File: config.mk
export PLATFORM = sky130hd
export DESIGN_NAME = rfds_accum_flat
export DESIGN_NICKNAME = d
export VERILOG_FILES = /design/src/rfds_pkg.sv /design/src/rfds_ifs.sv /design/src/rfds_accum.sv /design/src/flat_wrapper.sv
export VERILOG_INCLUDE_DIRS = /design/src /design/src/src
export SDC_FILE = /design/constraint.sdc
export NUM_CORES = 1
export LEC_CHECK = 0
export ABC_AREA = 1
export BUFFER_PORTS_ARGS = -buffer_cell sky130_fd_sc_hd__clkbuf_2
export CAP_MARGIN = 30
export CORE_MARGIN = 4
export CORE_UTILIZATION = 50
export DETAILED_ROUTE_END_ITERATION = 8
export PLACE_DENSITY = 0.67
export SLEW_MARGIN = 20
export SYNTH_ARGS = -nofsm -noshare
export SYNTH_HDL_FRONTEND = slang
export SYNTH_SLANG_ARGS = --single-unit
File: constraint.sdc
create_clock -name clk -period 4.17 [get_ports clk]
set_input_delay 0.834 -clock clk [delete_from_list [all_inputs] [get_ports clk]]
set_output_delay 0.834 -clock clk [all_outputs]
set_load 0.01 [all_outputs]
File: src/reference_frame_diff_stats_defines.svh
// Assertion macros used by the reference frame difference statistics RTL (rfds_accum).
`ifndef REFERENCE_FRAME_DIFF_STATS_DEFINES_SVH
`define REFERENCE_FRAME_DIFF_STATS_DEFINES_SVH

// Same-cycle implication, sampled on clk, off during reset.
`define RFDS_ASSERT_NOW(label, ante, cons) \
	label: assert property (@(posedge clk) disable iff (!arst_n) (ante) |-> (cons)) \
		else $error("rfds assertion failed");

// Next-cycle implication, sampled on clk, off during reset.
`define RFDS_ASSERT_NEXT(label, ante, cons) \
	label: assert property (@(posedge clk) disable iff (!arst_n) (ante) |=> (cons)) \
		else $error("rfds assertion failed");

`endif

File: src/rfds_pkg.sv
// Package: constants and types of the reference frame difference statistics block.
package rfds_pkg;

	localparam int FRAME_PIXELS = 3990;
	localparam int POS_W = (FRAME_PIXELS > 1) ? $clog2(FRAME_PIXELS) : 1;

	localparam logic KIND_REF = 1'b0;
	localparam logic KIND_CMP = 1'b1;

	localparam logic [7:0]  MIN_INIT    = 8'hff;
	localparam logic [11:0] CHANGED_MAX = 12'hfff;
	localparam logic [19:0] TOTAL_MAX   = 20'hfffff;

	typedef logic [POS_W-1:0] pos_t;

	typedef struct packed {
		logic       first;
		logic       last;
		logic       kind;
		logic [7:0] pixel;
	} stage_t;

endpackage

File: src/rfds_ifs.sv


interface rfds_stat_if;
	logic        valid;
	logic        ready;
	logic        frame_kind;
	logic [7:0]  min_value;
	logic [7:0]  max_value;
	logic [8:0]  unique_count;
	logic [11:0] changed_count;
	logic [19:0] delta_sum;
	logic [7:0]  max_delta;

	modport source(output valid, frame_kind, min_value, max_value, unique_count,
		changed_count, delta_sum, max_delta, input ready);
	modport sink(input valid, frame_kind, min_value, max_value, unique_count,
		changed_count, delta_sum, max_delta, output ready);
endinterface

File: src/rfds_accum.sv
// Statistics accumulators and result output register.
`include "reference_frame_diff_stats_defines.svh"

module rfds_accum (
	input  logic             clk,
	input  logic             arst_n,
	input  logic             valid_s1,
	input  rfds_pkg::stage_t stage_s1,
	input  logic [7:0]       ref_pixel_s1,
	output logic             take,
	rfds_stat_if.source      stats
);
	import rfds_pkg::*;

	logic [7:0]   run_min_q;
	logic [7:0]   run_max_q;
	logic [8:0]   run_unique_q;
	logic [11:0]  run_changed_q;
	logic [19:0]  run_total_q;
	logic [7:0]   run_maxdelta_q;
	logic [255:0] seen_q;

	logic [7:0]   base_min;
	logic [7:0]   base_max;
	logic [8:0]   base_unique;
	logic [11:0]  base_changed;
	logic [19:0]  base_total;
	logic [7:0]   base_maxdelta;
	logic [255:0] base_seen;

	logic [7:0]   nxt_min;
	logic [7:0]   nxt_max;
	logic [8:0]   nxt_unique;
	logic [11:0]  nxt_changed;
	logic [19:0]  nxt_total;
	logic [7:0]   nxt_maxdelta;
	logic [255:0] nxt_seen;

	logic [7:0]   delta;
	logic [20:0]  total_sum;
	logic         out_valid_q;
	logic         load_out;

	assign take     = valid_s1 && !(stage_s1.last && out_valid_q && !stats.ready);
	assign load_out = take && stage_s1.last;

	assign delta = (ref_pixel_s1 > stage_s1.pixel) ? ref_pixel_s1 - stage_s1.pixel
	                                               : stage_s1.pixel - ref_pixel_s1;
	assign total_sum = {1'b0, base_total} + 21'(delta);

	always_comb begin
		base_min      = stage_s1.first ? MIN_INIT : run_min_q;
		base_max      = stage_s1.first ? 8'd0 : run_max_q;
		base_unique   = stage_s1.first ? 9'd0 : run_unique_q;
		base_changed  = stage_s1.first ? 12'd0 : run_changed_q;
		base_total    = stage_s1.first ? 20'd0 : run_total_q;
		base_maxdelta = stage_s1.first ? 8'd0 : run_maxdelta_q;
		base_seen     = (stage_s1.first && stage_s1.kind == KIND_REF) ? '0 : seen_q;

		nxt_min      = base_min;
		nxt_max      = base_max;
		nxt_unique   = base_unique;
		nxt_changed  = base_changed;
		nxt_total    = base_total;
		nxt_maxdelta = base_maxdelta;
		nxt_seen     = base_seen;

		if (stage_s1.kind == KIND_REF) begin
			nxt_seen = base_seen | (256'd1 << stage_s1.pixel);
			if (!base_seen[stage_s1.pixel])
				nxt_unique = base_unique + 9'd1;
			if (stage_s1.pixel < base_min)
				nxt_min = stage_s1.pixel;
			if (stage_s1.pixel > base_max)
				nxt_max = stage_s1.pixel;
		end else begin
			if (delta != 8'd0 && base_changed != CHANGED_MAX)
				nxt_changed = base_changed + 12'd1;
			nxt_total = total_sum[20] ? TOTAL_MAX : total_sum[19:0];
			if (delta > base_maxdelta)
				nxt_maxdelta = delta;
		end
	end

	always_ff @(posedge clk or negedge arst_n) begin
		if (!arst_n) begin
			run_min_q      <= MIN_INIT;
			run_max_q      <= '0;
			run_unique_q   <= '0;
			run_changed_q  <= '0;
			run_total_q    <= '0;
			run_maxdelta_q <= '0;
			seen_q         <= '0;
			out_valid_q    <= 1'b0;
		end else begin
			if (take) begin
				run_min_q      <= nxt_min;
				run_max_q      <= nxt_max;
				run_unique_q   <= nxt_unique;
				run_changed_q  <= nxt_changed;
				run_total_q    <= nxt_total;
				run_maxdelta_q <= nxt_maxdelta;
				seen_q         <= nxt_seen;
			end
			if (load_out)
				out_valid_q <= 1'b1;
			else if (stats.ready)
				out_valid_q <= 1'b0;
		end
	end

	always_ff @(posedge clk) begin
		if (load_out) begin
			stats.frame_kind <= stage_s1.kind;
			if (stage_s1.kind == KIND_REF) begin
				stats.min_value     <= nxt_min;
				stats.max_value     <= nxt_max;
				stats.unique_count  <= nxt_unique;
				stats.changed_count <= '0;
				stats.delta_sum     <= '0;
				stats.max_delta     <= '0;
			end else begin
				stats.min_value     <= '0;
				stats.max_value     <= '0;
				stats.unique_count  <= '0;
				stats.changed_count <= nxt_changed;
				stats.delta_sum     <= nxt_total;
				stats.max_delta     <= nxt_maxdelta;
			end
		end
	end

	assign stats.valid = out_valid_q;

	`RFDS_ASSERT_NOW(a_hold_last_on_full, valid_s1 && stage_s1.last && out_valid_q && !stats.ready, !take)
	`RFDS_ASSERT_NEXT(a_last_gives_result, load_out, out_valid_q)
	`RFDS_ASSERT_NOW(a_ref_result_sane, out_valid_q && stats.frame_kind == KIND_REF, (stats.min_value <= stats.max_value) && (stats.unique_count != 9'd0))
	`RFDS_ASSERT_NOW(a_cmp_result_sane, out_valid_q && stats.frame_kind == KIND_CMP, ((stats.max_delta == 8'd0) == (stats.changed_count == 12'd0)) && (stats.delta_sum >= 20'(stats.changed_count)))

endmodule

File: src/flat_wrapper.sv
// flat-port wrapper written by rule: the top's interface ports become plain ports
module rfds_accum_flat import rfds_pkg::*;
  (clk, arst_n, valid_s1, stage_s1, ref_pixel_s1, take, stats_valid, stats_frame_kind, stats_min_value, stats_max_value, stats_unique_count, stats_changed_count, stats_delta_sum, stats_max_delta, stats_ready);
  rfds_stat_if stats_i ();
  input  logic clk;
  input  logic arst_n;
  input  logic valid_s1;
  input  rfds_pkg::stage_t stage_s1;
  input  logic [7:0] ref_pixel_s1;
  output logic take;
  output wire logic [$bits(stats_i.valid)-1:0] stats_valid;
  output wire logic [$bits(stats_i.frame_kind)-1:0] stats_frame_kind;
  output wire logic [$bits(stats_i.min_value)-1:0] stats_min_value;
  output wire logic [$bits(stats_i.max_value)-1:0] stats_max_value;
  output wire logic [$bits(stats_i.unique_count)-1:0] stats_unique_count;
  output wire logic [$bits(stats_i.changed_count)-1:0] stats_changed_count;
  output wire logic [$bits(stats_i.delta_sum)-1:0] stats_delta_sum;
  output wire logic [$bits(stats_i.max_delta)-1:0] stats_max_delta;
  input wire logic [$bits(stats_i.ready)-1:0] stats_ready;
  assign stats_valid = stats_i.valid;
  assign stats_frame_kind = stats_i.frame_kind;
  assign stats_min_value = stats_i.min_value;
  assign stats_max_value = stats_i.max_value;
  assign stats_unique_count = stats_i.unique_count;
  assign stats_changed_count = stats_i.changed_count;
  assign stats_delta_sum = stats_i.delta_sum;
  assign stats_max_delta = stats_i.max_delta;
  assign stats_i.ready = stats_ready;
  rfds_accum u_core (.clk(clk), .arst_n(arst_n), .valid_s1(valid_s1), .stage_s1(stage_s1), .ref_pixel_s1(ref_pixel_s1), .take(take), .stats(stats_i));
endmodule
Word-level counts from Yosys, hierarchy flattened
Index checks and enable logic that the tools add are counted.

$add $sub $neg: 5. Order comparisons: 5. Equal/unequal tests: 1. Shifts and indexed selects: 1. Muxes and demuxes: 25. Bitwise gates (word level): 2. Reduce and logical (&&, ||, !) cells: 10.

Operators by type and width (count): 256-bit two-way mux (2); 256-bit bitwise OR (1); 1-bit by 8-bit left shift with 256-bit output (first input constant) (1); 8-bit two-way mux (10); 20-bit two-way mux (3); 12-bit two-way mux (3); 9-bit two-way mux (3); 8-bit greater-than comparator (3); 20-bit by 8-bit adder with 21-bit output (1); 8-bit subtractor (2); 12-bit by 1-bit adder with 12-bit output (second input constant) (1); 12-bit inequality test (second input constant) (1); 9-bit by 1-bit adder with 9-bit output (second input constant) (1); 8-bit by 9-bit < comparator with 1-bit output (second input constant) (1); 1-bit binary-select mux with 8-bit select (1); 8-bit < comparator (1); 8-bit nonzero test (1); 1-bit logical AND (6); 1-bit two-way mux (3); 1-bit zero test (2); 2-bit nonzero test (1); 1-bit inverter (1).

Flip-flop bits (word level): 388. Bits of input ports: 23. Word-level logic and storage cells: 64.

Longest topological paths before layout
Gate-level depths: netlist of the first run.

Depth after elaboration: 7. Gate-level depth with buffers: 30. Depth with buffers taken out: 27.

Least setup slack after synthesis of the first run
No wires, ideal clock.

Kind: in2reg. Start point: in stage_s1[2] (netlist name). End point: reg u_core.stats.delta_sum[19] (netlist name) (data pin). Setup time: 0.250 ns. Data arrival time: 4.515 ns. Path slack: -0.595 ns. Stages on the path: 29. Buffers on the path: 5. Path through: buf_2 > inv_1 > buf_2 > buf_1 > buf_1 > ha_1 > buf_4 > nand2_1 > inv_1 > a21oi_1 > inv_1 > nand2_1 > nand3_1 > xor2_1 > nand2_1 > nand2_1 > inv_1 > ha_1 > inv_1 > nor2_1 > inv_1 > nor2_1 > nand2_1 > o21ai_1 > nand3_1 > nand2_1 > nand3_1 > nand2_1 > inv_1.

Word-level cells in the longest chain between the ends: 5.

Ends and longest elaborated chain: from (decl) (RTL line flat_wrapper.sv:8) `input rfds_pkg::stage_t stage_s1;`; 8-bit subtractor, or another cell as far along (RTL line rfds_accum.sv:48) `: stage_s1.pixel - ref_pixel_s1;`; 8-bit two-way mux * (RTL line rfds_accum.sv:47) `assign delta = (ref_pixel_s1 > stage_s1.pixel) ? ref_pixel_s1 - stage_s1.pixel`; 20-bit by 8-bit adder with 21-bit output * (RTL line rfds_accum.sv:49) `assign total_sum = {1'b0, base_total} + 21'(delta);`; 20-bit two-way mux * (RTL line rfds_accum.sv:79) `nxt_total = total_sum[20] ? TOTAL_MAX : total_sum[19:0];`; 20-bit two-way mux * (RTL line rfds_accum.sv:68) `if (stage_s1.kind == KIND_REF) begin`; to (signal assigned) (RTL line rfds_accum.sv:127) `stats.delta_sum <= nxt_total;`; to (decl) (RTL line rfds_ifs.sv:15) `changed_count, delta_sum, max_delta, input ready);`.

Every way passes the cells marked *; elsewhere a longest branch is shown, timed or not. A chain may end at the register's enable or synchronous reset.

Worst setup path after layout of the first run
Start point: in stage_s1[3] (netlist name). End point: reg u_core.stats.delta_sum[1] (netlist name) (data pin).

The elaborated chain is that of the path after synthesis.

==> results of run 1 <==
## per-layer routing
metal / track usage [%] / vias up / wire (um)
met5: 0 / - / 0
met4: 12.56 / 0 / 3022
met3: 5.657 / 176 / 5387
met2: 47.67 / 884 / 32520
met1: 38.50 / 10000 / 29070
li1: - / 9865 / -
## cells by family after synthesis
| logic type | Yosys count |
|---|---|
| DFF | 388 |
| xor gates and xnor gates | 26 |
| and+or+nand+nor | 1281 |
| adders and majority gates | 48 |
| AOI/OAI and AO/OA | 672 |
| buffers and inverters | 542 |
## final cells by class
cell class / instances / area, um^2 / area share [%]
Sequential cell: 388 / 10050 / 40.26
Multi-Input combinational cell: 2027 / 9995 / 40.04
Timing Repair Buffer: 190 / 1406 / 5.634
Clock buffer: 67 / 1371 / 5.494
Inverter: 348 / 1306 / 5.233
Tap cell: 585 / 732.0 / 2.932
Clock inverter: 13 / 100.1 / 0.4010
## metrics by stage
stage / util (%) / setup slack (ps) / hold WS (ps) / setup TNS, ps / cell area (um^2)
CTS: 57.50 / 664.2 / 399.8 / 0 / 24930
detailed placement: 54.11 / 75.71 / 464.6 / 0 / 23460
global route: 57.56 / 226.2 / 123.6 / 0 / 24960
global placement: 54.11 / 44.64 / 464.1 / 0 / 23460
floorplan: - / -26.86 / 448.8 / -42.94 / 22140
finish: 57.56 / 647.1 / 126.8 / 0 / 24960
## worst max-delay path, cell delays in order
cell	delay, ps
clkbuf_2	120
clkinv_1	200
ha_1	430
a21oi_2	160
nand2_1	100
nand2_1	80
nand2_2	100
nand2_4	120
inv_1	80
nand2_1	80
nand2_1	60
inv_1	110
ha_4	220
a21oi_1	260
o21ai_0	190
nand3b_1	130
nand2_2	60
buf_4	150
o21ai_0	270
inv_1	70
## Yosys cell counts, types with 7 or more instances
cell      count  area (um^2)
a21oi_1      83        415.4
buf_1        28        105.1
buf_2        35        175.2
clkbuf_1    121        454.2
dfrtp_1     314         7858
dfstp_2       8        210.2
edfxtp_1     66         1982
ha_1         46        575.6
inv_1       339         1272
nand2_1     693         2601
nand2_2      11        68.82
nand3_1     248         1241
nand3b_1     12        90.09
nand4_1      68        425.4
nor2_1      208        780.8
nor3_1       19        95.09
nor4_1        7        43.79
o21ai_0     470         2352
o21ai_1       8        40.04
o22ai_1      89        556.8
xor2_1       23        201.4
## sequential cells by signal (all words and copies together) (netlist names), 9 cells and up
| register | count |
|---|---|
| u_core.run_unique_q | 9 |
| u_core.run_changed_q | 12 |
| u_core.stats.delta_sum | 20 |
| u_core.stats.changed_count | 12 |
| u_core.seen_q | 256 |
| u_core.stats.unique_count | 9 |
| u_core.run_total_q | 20 |
## report_power, final
group / total [mW] / switching (mW) / leakage (nW) / internal [mW]
Sequential: 4.12 / 0.0722 / 5.05 / 4.04
Clock: 3.92 / 1.64 / 0.725 / 2.27
Combinational: 1.81 / 1.26 / 5.72 / 0.548
Total: 9.85 / 2.98 / 11.5 / 6.86
## layout by cell type, fill, tap and decap left out, types with 44 or more instances in the layout
master     instances
nand2_1          692
o21ai_0          469
dfrtp_1          314
nand3_1          246
nand4_1           68
ha_1              44
clkbuf_2          88
nor2_1           204
clkbuf_16         47
buf_4             85
o22ai_1           89
a21oi_1           80
inv_1            337
edfxtp_1          66
## path summary, 6_finish.rpt
kind                            depth (start not counted)                                    endpoint                                 from
max in group asynchronous                               3              u_core.seen_q[157]$_DFFE_PN0P_                               arst_n
worst max register to register                         10  u_core.stats.unique_count[8]$_SDFFCE_PP0P_   u_core.run_unique_q[0]$_DFFE_PN0P_
worst min-delay path                                    1        u_core.run_changed_q[10]$_DFFE_PN0P_                               arst_n
worst max-delay path                                   20     u_core.stats.delta_sum[1]$_SDFFCE_PN0P_                          stage_s1[3]
worst min register to register                          2         u_core.run_changed_q[6]$_DFFE_PN0P_  u_core.run_changed_q[6]$_DFFE_PN0P_
min in group clk                                        2         u_core.run_changed_q[6]$_DFFE_PN0P_  u_core.run_changed_q[6]$_DFFE_PN0P_
==> out/metrics.cfg, run 1 <==
[routing]
drc_errors = 0
num_vias = 20930
wirelength_um = 70000
wl_per_cell_um = 19.35
ant_nets = 0
dr.pass1.iters = 8
viasPerCell = 5.784
drtIter0Drc = 2322

[synth]
synth_fa_ha_area_share_pct = 2.791
synth_top_family_by_area = simple AND/OR/NAND/NOR gates
synth-seq-area-share_pct = 45.56
syn_inst = 2957
syn_area_per_cell_um2 = 7.460
synthDistinctLibCells = 47
synth_warnings = 0
synth_compound_area_share_pct = 16.00
synthesis.nets = 3028
netlist_area_um2 = 22060
synth_async_sr_flop_share_pct = 82.99
synth_edf_count = 66
synth_ff_type = dfrtp_1
ys_ff_latch = 388
synth_xor_xnor_area_share_pct = 1.032
synthMuxAreaShare_pct = 0
synthSimpleGateAreaFrac_pct = 24.94

[power]
p_per_area_nw_per_um2 = 394.4
totalPowerFinal_mw = 9.845
irDropWorstVdd_mv = 0.3285
p_leak_nw = 11.50

[job]
drv_cap = 0

[run_status]
outcome = finished, final reports clean

[cts]
cts_tree = yes
h-tree-depth = 2
clk_path_buf_depth = 3
cts.sinks = 388
postCtsSetupRepairBufs = 0
clock_latency_ps = 610
cts-root-buf = clkbuf_16
cts.clk_slew.worst_paths_ps = 60
hold_buffers = 0
cts-buffers-inserted = 44
ctsResizeCount = 0

[cells_and_area]
drive_gt1_share_pct = 10.42
final_nets = 3070
areaGrowthSynthToFinish_pct = 13.15
stdcell_count = 3618
fillers = 4067
insertedDiodeCount = 0

[die]
fp.dieArea_um2 = 47540
core_area_um2 = 43360
ioPinCount = 91
die_height_um = 218.0
initial_core_util_pct = 50.87
rows = 76
die_w_um = 218.0

[placed_design]
io_buffers = 90
dp.cells = 3537
place_congestion = 0.9167
dp_hpwl_um = 44050

[grt]
grt_pass1_vias = 20590
grt_usage_pct = 29.31
antenna_found_initial = 0
grt-ovfl-total = 0
grt_max_degree = 160
grt_pass1_wl_um = 112100

[sta]
fin_crit_sh_pct = 84.48
max_freq_mhz = 283.9
slew_violations = 0
fin_skew_ps = 20.03
rsz0062_at_grt = false
setup_viol = 0
relSlewSlack_pct = 32.79
finalHoldViolations = 0
min_period_ps = 3523
worstMarginPinSlew_ps = 1008

[setup_path]
critical_path_peak_fanout = 9
cp.required_ps = 4500
cp.arrival_ps = 3850
end_kind = flip-flop
rrSetupSlack_ps = 1490
critPathLaunchType = input port
path_class = in -> reg

[min_path]
min_path_type = in -> async

Power figures use the tool's default switching activity.
==> run 2: changes to the inputs <==
==> constraint.sdc (replaced) <==
create_clock -name clk -period 3.56 [get_ports clk]
set_input_delay 0.712 -clock clk [delete_from_list [all_inputs] [get_ports clk]]
set_output_delay 0.712 -clock clk [all_outputs]
set_load 0.01 [all_outputs]
==> run 2 against run 1 <==
Against the previous run: first-iteration DRC count shrank 3.4%; worst hold slack got worse by 84 ps; non-clock buffer count rose by 83; count of clock-buffer cells in the layout shrank 4; total power increased by 22%; sequential power increased by 17%; worst setup slack worse by 340 ps; cell count increased by 2.4%; via count rose by 1.8%; routed wire length grew 1.4%; clock power grew 22%; critical path type unchanged; largest power group unchanged.
==> out/metrics.cfg, run 2 (synthesized netlist as in run 1, its figures left out) <==
[power]
switchingPower_mw = 3.634
swShare_pct = 30.30
p_per_area_nw_per_um2 = 464.2
clock_power_share_pct = 39.9
combPwrFrac_pct = 19.8
p_int_mw = 8.358
irDropWorstVdd_mv = 0.3557
totalPowerFinal_mw = 11.99
p_leak_nw = 11.97
p_seq_share_pct = 40.2

[sta]
setup_viol = 0
relSlewSlack_pct = 33.80
max_freq_mhz = 307.1
worstMarginPinSlew_ps = 993.0
fin_skew_ps = 29.49
layout_setup_ws_ps = 303.2
finalHoldViolations = 0
min_period_ps = 3257
rsz0062_at_grt = false
fin_crit_sh_pct = 91.48
slew_violations = 0

[setup_path]
cp_top_family = simple AND/OR/NAND/NOR gates
r2r_end = u_core.stats.unique_count[1]$_SDFFCE_PP0P_
worstSetupEndpoint = u_core.stats.unique_count[1]$_SDFFCE_PP0P_
cp.required_ps = 3870
cp.arrival_ps = 3560
slowest_delay_ps = 300
cp_cell_sequence = clkbuf_2 > inv_2 > buf_4 > nand2_2 > buf_4 > o21ai_0 > inv_1 > nand3_1 > nand3_1 > nand3_1 > nand3_1 > nand3_1 > nand2_1 > nand2_2 > nand3_2 > buf_4 > nand2_1 > a21oi_1
cp_common_cell = nand3_1
reg2reg_depth = 14
setup.worst_path.start = stage_s1[1]
cpMaxStageDelayCell = buf_4
timing.rr.start = u_core.seen_q[253]$_DFFE_PN0P_
path_class = in -> reg
critical_path_peak_fanout = 15
end_kind = flip-flop
rrSetupSlack_ps = 920
critPathLaunchType = input port
cp_num_buf_inv = 6
path_depth = 18

[die]
rows = 76
ioPinCount = 91
fp.dieArea_um2 = 47540
core_area_um2 = 43360
initial_core_util_pct = 50.87
die_height_um = 218.0
die_w_um = 218.0

[grt]
grt_pass1_vias = 20750
grt-ovfl-total = 0
grt_max_degree = 177
grt_usage_pct = 29.54
antenna_found_initial = 0
grt_pass1_wl_um = 112900

[placed_design]
dp_slack_ps = -215.6
dp_hpwl_um = 46350
place_congestion = 0.9427
io_buffers = 90

[cells_and_area]
final_nets = 3155
largest_reg_flops = 256
reg_top3 = u_core.seen_q: 256 flops, u_core.run_total_q: 20 flops, u_core.stats.delta_sum: 20 flops
areaGrowthSynthToFinish_pct = 17.11
fillers = 4026
final_cell_mix = 688 x nand2_1, 467 x o21ai_0, 330 x inv_1, 314 x dfrtp_1, 245 x nand3_1
insertedDiodeCount = 0
drive_gt1_share_pct = 13.81
regMostFlops = u_core.seen_q
final_common_cell = nand2_1

[cts]
h-tree-depth = 2
cts.sinks = 388
cts-buffers-inserted = 46
cts-root-buf = clkbuf_16
postCtsSetupRepairBufs = 0
clock_latency_ps = 610
cts_tree = yes
hold_buffers = 0
clk_path_buf_depth = 3
cts.clk_slew.worst_paths_ps = 60
ctsResizeCount = 0

[routing]
wl_per_cell_um = 19.15
ant_nets = 0
num_vias = 21300
wirelength_um = 70960
dr.pass1.iters = 6
drc_errors = 0
drtIter0Drc = 2242
viasPerCell = 5.748

[job]
drv_cap = 0

[run_status]
outcome = finished, final reports clean

[min_path]
min_path_type = in -> async

## run 2: cell count changes in the layout (fill, tap and decap cells not counted), sizes merged
cell	previous run	this run
inv	345	347
clkinvlp	1	3
clkinv	15	17
buf	102	185
clkbuf	155	151
bufinv	0	2
## run 2: worst reg2reg max path: cells and delay by family (launching register included)
| kind | cells | cell delay, ps |
|---|---|---|
| AOI/OAI and AO/OA | 2 | 240 |
| DFF | 1 | 330 |
| and+or+nand+nor | 9 | 1380 |
| buffers and inverters | 3 | 390 |
## run 2: power groups by stage
| stage | Clock, mW | Combinational (mW) | Sequential (mW) |
|---|---|---|---|
| after floorplan | 0 | 1.38 | 4.90 |
| after global placement | 0 | 2.31 | 4.90 |
| after detailed placement | 0 | 2.35 | 4.90 |
| after CTS | 4.87 | 2.36 | 4.82 |
| after global routing | 5.09 | 2.62 | 4.84 |
| final | 4.79 | 2.38 | 4.82 |
## run 2: final cells by class
type / count / area [um^2] / area share, %
multi-input cells: 2027 / 10110 / 39.13
flip-flops and latches: 388 / 10050 / 38.90
repair buffers: 273 / 2097 / 8.117
clock buffers: 63 / 1336 / 5.172
inverters: 348 / 1311 / 5.076
well taps: 585 / 732.0 / 2.833
clock inverters: 21 / 198.9 / 0.7701
## run 2: metrics by stage
step / hold slack, ps / instances / setup TNS [ps] / cell area [um^2] / util (%)
after floorplan: 416.4 / 2957 / -3253 / 22320 / -
after global placement: 462.7 / 3621 / -4463 / 24300 / 56.04
after detailed placement: 467.8 / 3621 / -8784 / 24300 / 56.04
after CTS: 41.19 / 3705 / 0 / 25830 / 59.58
after global routing: 56.85 / 3705 / 0 / 25830 / 59.58
final: 42.71 / 3705 / 0 / 25830 / 59.58
## run 2: worst min path at each step
| stage | start | to | slack, ps | cells past startpoint |
|---|---|---|---|---|
| after global routing | arst_n | u_core.run_changed_q[10]$_DFFE_PN0P_ | 60 | 1 |
| after detailed placement | u_core.run_total_q[19]$_DFFE_PN0P_ | u_core.run_total_q[19]$_DFFE_PN0P_ | 470 | 2 |
| after floorplan | arst_n | u_core.run_changed_q[0]$_DFFE_PN0P_ | 420 | 0 |
| after CTS | arst_n | u_core.run_changed_q[11]$_DFFE_PN0P_ | 40 | 1 |
| final | arst_n | u_core.run_changed_q[8]$_DFFE_PN0P_ | 40 | 1 |
| after global placement | u_core.run_total_q[9]$_DFFE_PN0P_ | u_core.run_total_q[9]$_DFFE_PN0P_ | 460 | 2 |
## run 2: routing by layer
| layer | global-route usage, % | vias up | routed length (um) |
|---|---|---|---|
| met5 | 0 | - | 0 |
| met1 | 39.61 | 10120 | 29350 |
| li1 | - | 10030 | - |
| met3 | 4.347 | 191 | 5375 |
| met2 | 47.58 | 953 | 32960 |
| met4 | 13.65 | 0 | 3280 |
